**src/cpm_pkg.sv**
```systemverilog
// Package for the CIGAR position mapper: position width, op codes,
// item and state types shared by the step logic and the top level.
// No dependencies.
`default_nettype none
package cpm_pkg;

	localparam int POS_W = 32;

	typedef logic [POS_W-1:0] pos_t;

	typedef enum logic [3:0] {
		OP_M    = 4'd0,
		OP_EQ   = 4'd1,
		OP_X    = 4'd2,
		OP_I    = 4'd3,
		OP_S    = 4'd4,
		OP_D    = 4'd5,
		OP_N    = 4'd6,
		OP_H    = 4'd7,
		OP_P    = 4'd8,
		OP_NONE = 4'd9
	} op_code_t;

	typedef struct packed {
		logic               first_op;
		logic signed [31:0] start_pos;
		logic [30:0]        leftmost_pos;
		logic               snap_left;
		logic [3:0]         op_code;
		logic [27:0]        op_length;
		logic               last_op;
	} op_item_t;

	typedef struct packed {
		pos_t target;
		pos_t running;
		pos_t consumed;
		logic reached;
		logic narrow_side;
	} map_state_t;

endpackage
`default_nettype wire

```
**src/cpm_ifs.sv**
```systemverilog
// Channel interfaces of the CIGAR position mapper: op input, result output
// and the mapping_direction write port. No dependencies.
`default_nettype none
interface cpm_op_if;
	logic               valid;
	logic               ready;
	logic               first_op;
	logic signed [31:0] start_pos;
	logic [30:0]        leftmost_pos;
	logic               snap_left;
	logic [3:0]         op_code;
	logic [27:0]        op_length;
	logic               last_op;

	modport source (output valid, first_op, start_pos, leftmost_pos, snap_left,
		op_code, op_length, last_op, input ready);
	modport sink (input valid, first_op, start_pos, leftmost_pos, snap_left,
		op_code, op_length, last_op, output ready);
endinterface

interface cpm_res_if;
	logic               valid;
	logic               ready;
	logic signed [31:0] mapped_pos;
	logic               mapped_valid;

	modport source (output valid, mapped_pos, mapped_valid, input ready);
	modport sink (input valid, mapped_pos, mapped_valid, output ready);
endinterface

interface cpm_cfg_if;
	logic valid;
	logic ready;
	logic data;

	modport source (output valid, data, input ready);
	modport sink (input valid, data, output ready);
endinterface
`default_nettype wire

```
**src/cpm_step.sv**
```systemverilog
// Combinational update of the mapper state for one CIGAR op, including the
// load on the first op of an alignment and the result flag. Depends on cpm_pkg.
`default_nettype none
module cpm_step (
	input  logic                  dir,
	input  cpm_pkg::map_state_t   cur,
	input  cpm_pkg::op_item_t     item,
	output cpm_pkg::map_state_t   nxt,
	output logic                  ok
);
	import cpm_pkg::*;

	map_state_t ld;
	pos_t       s_ext;
	pos_t       lm_ext;
	pos_t       len;
	pos_t       gap;
	logic       reached0;
	logic       len_lt_gap;

	always_comb begin
		s_ext  = POS_W'(item.start_pos);
		lm_ext = POS_W'(item.leftmost_pos);
		len    = POS_W'(item.op_length);

		ld = cur;
		if (item.first_op) begin
			ld.target      = s_ext;
			ld.running     = dir ? (s_ext - lm_ext + pos_t'(1)) : (s_ext + lm_ext - pos_t'(1));
			ld.consumed    = '0;
			ld.narrow_side = item.snap_left;
		end
		reached0 = !($signed(ld.consumed) < $signed(dir ? ld.running : ld.target));

		gap        = dir ? (ld.running - ld.consumed) : (ld.target - ld.consumed);
		len_lt_gap = $signed(len) < $signed(gap);

		nxt = ld;
		if (!reached0) begin
			if (!dir) begin
				case (item.op_code)
					OP_M, OP_EQ, OP_X, OP_S: begin
						nxt.consumed = ld.consumed + len;
					end
					OP_I: begin
						if (len_lt_gap)
							nxt.running = ld.running - len;
						else
							nxt.running = ld.running - gap + pos_t'(!ld.narrow_side);
						nxt.consumed = ld.consumed + len;
					end
					OP_D, OP_N: begin
						nxt.running = ld.running + len;
					end
					default: ;
				endcase
			end else begin
				case (item.op_code)
					OP_M, OP_EQ, OP_X: begin
						nxt.consumed = ld.consumed + len;
					end
					OP_I, OP_S: begin
						nxt.running  = ld.running + len;
						nxt.consumed = ld.consumed + len;
					end
					OP_D, OP_N: begin
						if (len_lt_gap)
							nxt.running = ld.running - len;
						else
							nxt.running = ld.consumed + pos_t'(!ld.narrow_side);
					end
					default: ;
				endcase
			end
		end
		nxt.reached = !($signed(nxt.consumed) < $signed(dir ? nxt.running : nxt.target));

		ok = nxt.reached;
		if (dir && (nxt.running == '0 || nxt.running[POS_W-1]))
			ok = 1'b0;
	end
endmodule
`default_nettype wire

```
**src/cigar_position_mapper.sv**
```systemverilog
// Top level of the CIGAR position mapper: input register, step logic and
// result register. Depends on cpm_pkg, cpm_ifs and cpm_step.
//
// One CIGAR op is taken per clock cycle while no last_op waits on a stalled
// result. Each op is registered, then the state (target, running position,
// consumed count) is updated by one pass of adders and signed compares in
// cpm_step, so the next op may follow immediately. The op marked last_op loads
// the result register on the edge where it leaves the input register, so its
// result transaction is offered from the next cycle. A stalled result only
// holds back the next last_op. The mapping_direction register is written
// through the cfg port, which is ready only while the input register is empty.
`default_nettype none
module cigar_position_mapper (
	input  logic      clk,
	input  logic      arst_n,
	cpm_op_if.sink    op,
	cpm_res_if.source res,
	cpm_cfg_if.sink   cfg
);
	import cpm_pkg::*;

	logic       dir_q;
	map_state_t st_q;
	map_state_t st_nxt;
	op_item_t   item_s1;
	op_item_t   item_in;
	logic       valid_s1;
	logic       adv;
	logic       ok;
	logic       out_valid_q;
	logic [31:0] out_pos_q;
	logic       out_ok_q;

	assign item_in = '{first_op: op.first_op, start_pos: op.start_pos,
		leftmost_pos: op.leftmost_pos, snap_left: op.snap_left,
		op_code: op.op_code, op_length: op.op_length, last_op: op.last_op};

	assign adv      = valid_s1 && (!item_s1.last_op || !out_valid_q || res.ready);
	assign op.ready = !valid_s1 || adv;
	assign cfg.ready = !valid_s1;

	cpm_step u_step (
		.dir  (dir_q),
		.cur  (st_q),
		.item (item_s1),
		.nxt  (st_nxt),
		.ok   (ok)
	);

	always_ff @(posedge clk or negedge arst_n) begin
		if (!arst_n) begin
			dir_q       <= 1'b0;
			st_q        <= '0;
			valid_s1    <= 1'b0;
			out_valid_q <= 1'b0;
		end else begin
			if (cfg.valid && cfg.ready)
				dir_q <= cfg.data;
			if (op.ready)
				valid_s1 <= op.valid;
			if (adv)
				st_q <= st_nxt;
			if (adv && item_s1.last_op)
				out_valid_q <= 1'b1;
			else if (res.ready)
				out_valid_q <= 1'b0;
		end
	end

	always_ff @(posedge clk) begin
		if (op.ready && op.valid)
			item_s1 <= item_in;
		if (adv && item_s1.last_op) begin
			out_pos_q <= ok ? 32'(st_nxt.running) : 32'd0;
			out_ok_q  <= ok;
		end
	end

	assign res.valid        = out_valid_q;
	assign res.mapped_pos   = $signed(out_pos_q);
	assign res.mapped_valid = out_ok_q;

	a_result_follows: assert property (@(posedge clk) disable iff (!arst_n)
		adv && item_s1.last_op |=> out_valid_q)
		else $error("last op did not produce a result");

	a_na_is_zero: assert property (@(posedge clk) disable iff (!arst_n)
		out_valid_q && !out_ok_q |-> out_pos_q == 32'd0)
		else $error("unmappable result carries a nonzero position");

	a_valid_needs_reached: assert property (@(posedge clk) disable iff (!arst_n)
		adv && item_s1.last_op |=> (!out_ok_q || st_q.reached))
		else $error("valid result without the target reached");

	a_no_overwrite: assert property (@(posedge clk) disable iff (!arst_n)
		out_valid_q && !res.ready |-> !(adv && item_s1.last_op))
		else $error("pending result overwritten");
endmodule
`default_nettype wire

```
**src/flat_wrapper.sv**
```systemverilog
// flat-port wrapper written by rule: the top's interface ports become plain ports
module cigar_position_mapper_flat import cpm_pkg::*;
  (clk, arst_n, op_valid, op_first_op, op_start_pos, op_leftmost_pos, op_snap_left, op_op_code, op_op_length, op_last_op, op_ready, res_valid, res_mapped_pos, res_mapped_valid, res_ready, cfg_valid, cfg_data, cfg_ready);
  cpm_op_if op_i ();
  cpm_res_if res_i ();
  cpm_cfg_if cfg_i ();
  input  logic clk;
  input  logic arst_n;
  input wire logic [$bits(op_i.valid)-1:0] op_valid;
  input wire logic [$bits(op_i.first_op)-1:0] op_first_op;
  input wire logic [$bits(op_i.start_pos)-1:0] op_start_pos;
  input wire logic [$bits(op_i.leftmost_pos)-1:0] op_leftmost_pos;
  input wire logic [$bits(op_i.snap_left)-1:0] op_snap_left;
  input wire logic [$bits(op_i.op_code)-1:0] op_op_code;
  input wire logic [$bits(op_i.op_length)-1:0] op_op_length;
  input wire logic [$bits(op_i.last_op)-1:0] op_last_op;
  output wire logic [$bits(op_i.ready)-1:0] op_ready;
  output wire logic [$bits(res_i.valid)-1:0] res_valid;
  output wire logic [$bits(res_i.mapped_pos)-1:0] res_mapped_pos;
  output wire logic [$bits(res_i.mapped_valid)-1:0] res_mapped_valid;
  input wire logic [$bits(res_i.ready)-1:0] res_ready;
  input wire logic [$bits(cfg_i.valid)-1:0] cfg_valid;
  input wire logic [$bits(cfg_i.data)-1:0] cfg_data;
  output wire logic [$bits(cfg_i.ready)-1:0] cfg_ready;
  assign op_i.valid = op_valid;
  assign op_i.first_op = op_first_op;
  assign op_i.start_pos = op_start_pos;
  assign op_i.leftmost_pos = op_leftmost_pos;
  assign op_i.snap_left = op_snap_left;
  assign op_i.op_code = op_op_code;
  assign op_i.op_length = op_op_length;
  assign op_i.last_op = op_last_op;
  assign op_ready = op_i.ready;
  assign res_valid = res_i.valid;
  assign res_mapped_pos = res_i.mapped_pos;
  assign res_mapped_valid = res_i.mapped_valid;
  assign res_i.ready = res_ready;
  assign cfg_i.valid = cfg_valid;
  assign cfg_i.data = cfg_data;
  assign cfg_ready = cfg_i.ready;
  cigar_position_mapper u_core (.clk(clk), .arst_n(arst_n), .op(op_i), .res(res_i), .cfg(cfg_i));
endmodule
```
**config.mk**
```make
export PLATFORM = sky130hd
export DESIGN_NAME = cigar_position_mapper_flat
export DESIGN_NICKNAME = d
export VERILOG_FILES = /design/src/cpm_pkg.sv /design/src/cpm_ifs.sv /design/src/cpm_step.sv /design/src/cigar_position_mapper.sv /design/src/flat_wrapper.sv
export SDC_FILE = /design/constraint.sdc
export NUM_CORES = 1
export LEC_CHECK = 0
export ABC_AREA = 1
export BUFFER_PORTS_ARGS = -buffer_cell sky130_fd_sc_hd__buf_4
export CAP_MARGIN = 30
export CORE_MARGIN = 3
export CORE_UTILIZATION = 50
export DETAILED_ROUTE_END_ITERATION = 16
export GPL_ROUTABILITY_DRIVEN = 1
export GPL_TIMING_DRIVEN = 0
export PLACE_DENSITY = 0.71
export SYNTH_ARGS = -nofsm -noshare
export SYNTH_HDL_FRONTEND = slang
export SYNTH_SLANG_ARGS = --single-unit
```
**constraint.sdc**
```tcl
create_clock -name clk -period 17.35 [get_ports clk]
set_clock_uncertainty 0.2 [all_clocks]
set_input_delay 0.8675 -clock clk [delete_from_list [all_inputs] [get_ports clk]]
set_output_delay 0.8675 -clock clk [all_outputs]
set_load 0.005 [all_outputs]
```
==> impl_metrics.json <==
{
  "startpoint_type": "flip-flop",
  "cts_setup_buffers": 0,
  "dp_slack_ns": 5.80,
  "wl_um": 113000,
  "cts_max_path_buffers": 3,
  "die_w_um": 243,
  "insertion_delay_ns": 0.63,
  "viasPerCell": 5.76,
  "finalCritPeriodShare_pct": 71.7,
  "remaining_drc_errors": 0,
  "h-tree-depth": 1,
  "fin_ws_ns": 4.90,
  "crit_required_ns": 17.57,
  "ys_ff_latch": 231,
  "numCtsBuffers": 30,
  "start_util_pct": 50.7,
  "routedWlPerCell_um": 22.1,
  "ant_nets": 0,
  "drt-met1-wl_um": 46900,
  "worstSetupPathType": "flip-flop to flip-flop",
  "synth.most_common_cell": "nand2_1",
  "grt_pass1_wl_um": 164000,
  "grt_use_total_pct": 36.8,
  "status": "finished clean",
  "syn_nets": 4639,
  "p_per_area_nw_per_um2": 183,
  "crit_family": "buffers and inverters",
  "maxSlewHeadroom_pct": 26.1,
  "crit_arrival_ns": 12.67,
  "synthArstFlopShare_pct": 43.3,
  "synth_common_cells": "nand2_1, inv_1, ha_1",
  "worst_pin_slew_ns": 1.11,
  "clkTransAtPathRegs_ns": 0.07,
  "netlist_instances": 4159,
  "gp_congestion": 1.03,
  "port_buffers": 139,
  "synth_area_leader_cell": "ha_1",
  "drv_cap": 0,
  "fmax_ghz": 0.0803,
  "ys_warn_count": 0,
  "tritoncts": "done",
  "syn_area_sq_um": 28000,
  "n_antenna_cell": 0,
  "cts_hold_buf": 0,
  "end_kind": "flip-flop",
  "die_h_um": 243,
  "netlist.area_leader.share_pct": 16.6,
  "rsz0062_at_grt": "false",
  "ctsRootBufferMaster": "clkbuf_16",
  "yosysUniqueCellTypes": 65,
  "post_cts_resized": 0,
  "finalHoldViolCount": 0,
  "crit_path_frequent_cell": "nand2_1",
  "p_leak_nw": 15.9,
  "dpl.hpwl_um": 94500,
  "cts.sinks": 231,
  "slowest_delay_ns": 0.79,
  "drive_above_1_share_pct": 8.16,
  "dieArea_sq_um": 58900,
  "ios": 140,
  "synth.area.top_cells": "ha_1, edfxtp_1, nand2_1, dfrtp_1, inv_1",
  "antenna_found_initial": 2,
  "synth_edf_count": 131,
  "syn_to_final_growth_pct": 11.3,
  "ys.flop_type": "edfxtp_1",
  "grt_pass1_vias": 26800,
  "grt_max_degree": 66,
  "routed.top_layer": "met4",
  "tns_ns": 0,
  "finalSetupViolCount": 0,
  "slowest_stage": "clkbuf_1",
  "vias": 29400,
  "fin_nets": 4819,
  "slew_violations": 0,
  "row_count": 86,
  "drt_iter0_drc": 3806,
  "peakVddDrop_mv": 0.188,
  "cp_max_fo": 10,
  "dr_wl_met2_um": 47800,
  "min_period_ns": 12.45,
  "synth_area_per_cell_sq_um": 6.74,
  "path_buf_inv": 11,
  "worstHoldPathType": "primary input to asynchronous set/reset pin",
  "core_sq_um": 55300,
  "gr-total-overflow": 0,
  "synth_seq_area_share_pct": 23.0,
  "wl_met3_um": 12700,
  "firstDrtPassIters": 6
}
==> sequential cells by signal (all words and copies together) (netlist names) <==
name / flops
u_core.item_s1: 98
u_core.st_q: 97
u_core.res.mapped_pos: 32
u_core.dir_q: 1
u_core.res.mapped_valid: 1
u_core.res.valid: 1
u_core.valid_s1: 1
==> logic make-up (layout without fill, tap and decap cells) <==
logic type | Yosys count | after routing | synth area share [%]
compound gates | 867 | 867 | 17.1
fa+ha+maj | 376 | 376 | 16.9
mux | 5 | 5 | 0.179
xor+xnor | 166 | 166 | 5.19
simple gates | 1750 | 1750 | 26.4
flops | 231 | 231 | 23.0
buf+inv | 764 | 968 | 11.2
==> through the flow <==
step / utilization [%] / cell area [sq um] / total power, mW / cells / hold WS (ns)
floorplan: - / 28000 / 3.49 / 4159 / 0.245
global placement: 54.3 / 30000 / 4.86 / 5046 / 0.258
detailed placement: 54.4 / 30100 / 4.87 / 5054 / 0.266
CTS: 56.4 / 31200 / 5.58 / 5110 / 0.150
global route: 56.4 / 31200 / 6.08 / 5111 / 0.202
finish: 56.4 / 31200 / 5.69 / 5111 / 0.163
==> power breakdown <==
| group | leakage, nW | switching (mW) | internal (mW) |
|---|---|---|---|
| combinational | 12.8 | 2.97 | 1.28 |
| sequential | 2.53 | 0.0588 | 0.698 |
| clock | 0.511 | 0.288 | 0.401 |
==> worst paths after layout <==
| kind | start | endpoint | slack [ns] | cells after the start |
|---|---|---|---|---|
| max | u_core.dir_q | u_core.res.mapped_pos[8] | 4.90 | 47 |
| min | arst_n | u_core.st_q[23] | 0.16 | 1 |
| max reg2reg | u_core.dir_q | u_core.res.mapped_pos[8] | 4.90 | 47 |
| min reg2reg | u_core.st_q[61] | u_core.st_q[61] | 0.28 | 2 |
| max in group asynchronous | arst_n | u_core.st_q[48] | 16.03 | 2 |
| min in group clk | op_op_length[1] | u_core.item_s1[2] | 0.21 | 1 |
==> area by class of cell <==
type | instances | area [sq um]
Fill cell | 5617 | 24100
Multi-Input combinational cell | 3164 | 18500
Timing Repair Buffer | 148 | 1140
Clock buffer | 33 | 772
Sequential cell | 231 | 6440
Tap cell | 748 | 936
Inverter | 656 | 2470
Buffer | 108 | 679
Clock inverter | 23 | 304
==> cell usage in the layout (no fill, tap or decap), types with 42 or more instances in the layout <==
cell type	n
edfxtp_1	131
a21oi_1	352
inv_1	636
xor2_1	122
buf_4	143
nand4_1	42
o21ai_0	327
nand3_1	226
clkbuf_1	64
ha_1	371
nand2_1	1017
nor2_1	315
xnor2_1	44
dfrtp_1	100
==> metal layers <==
metal,track usage (%),vias up
li1,-,14000
met1,50.0,13500
met2,56.3,1619
met3,8.62,247
met4,15.1,0
met5,0,-
Note: power is estimated with default switching activity, not from simulation.
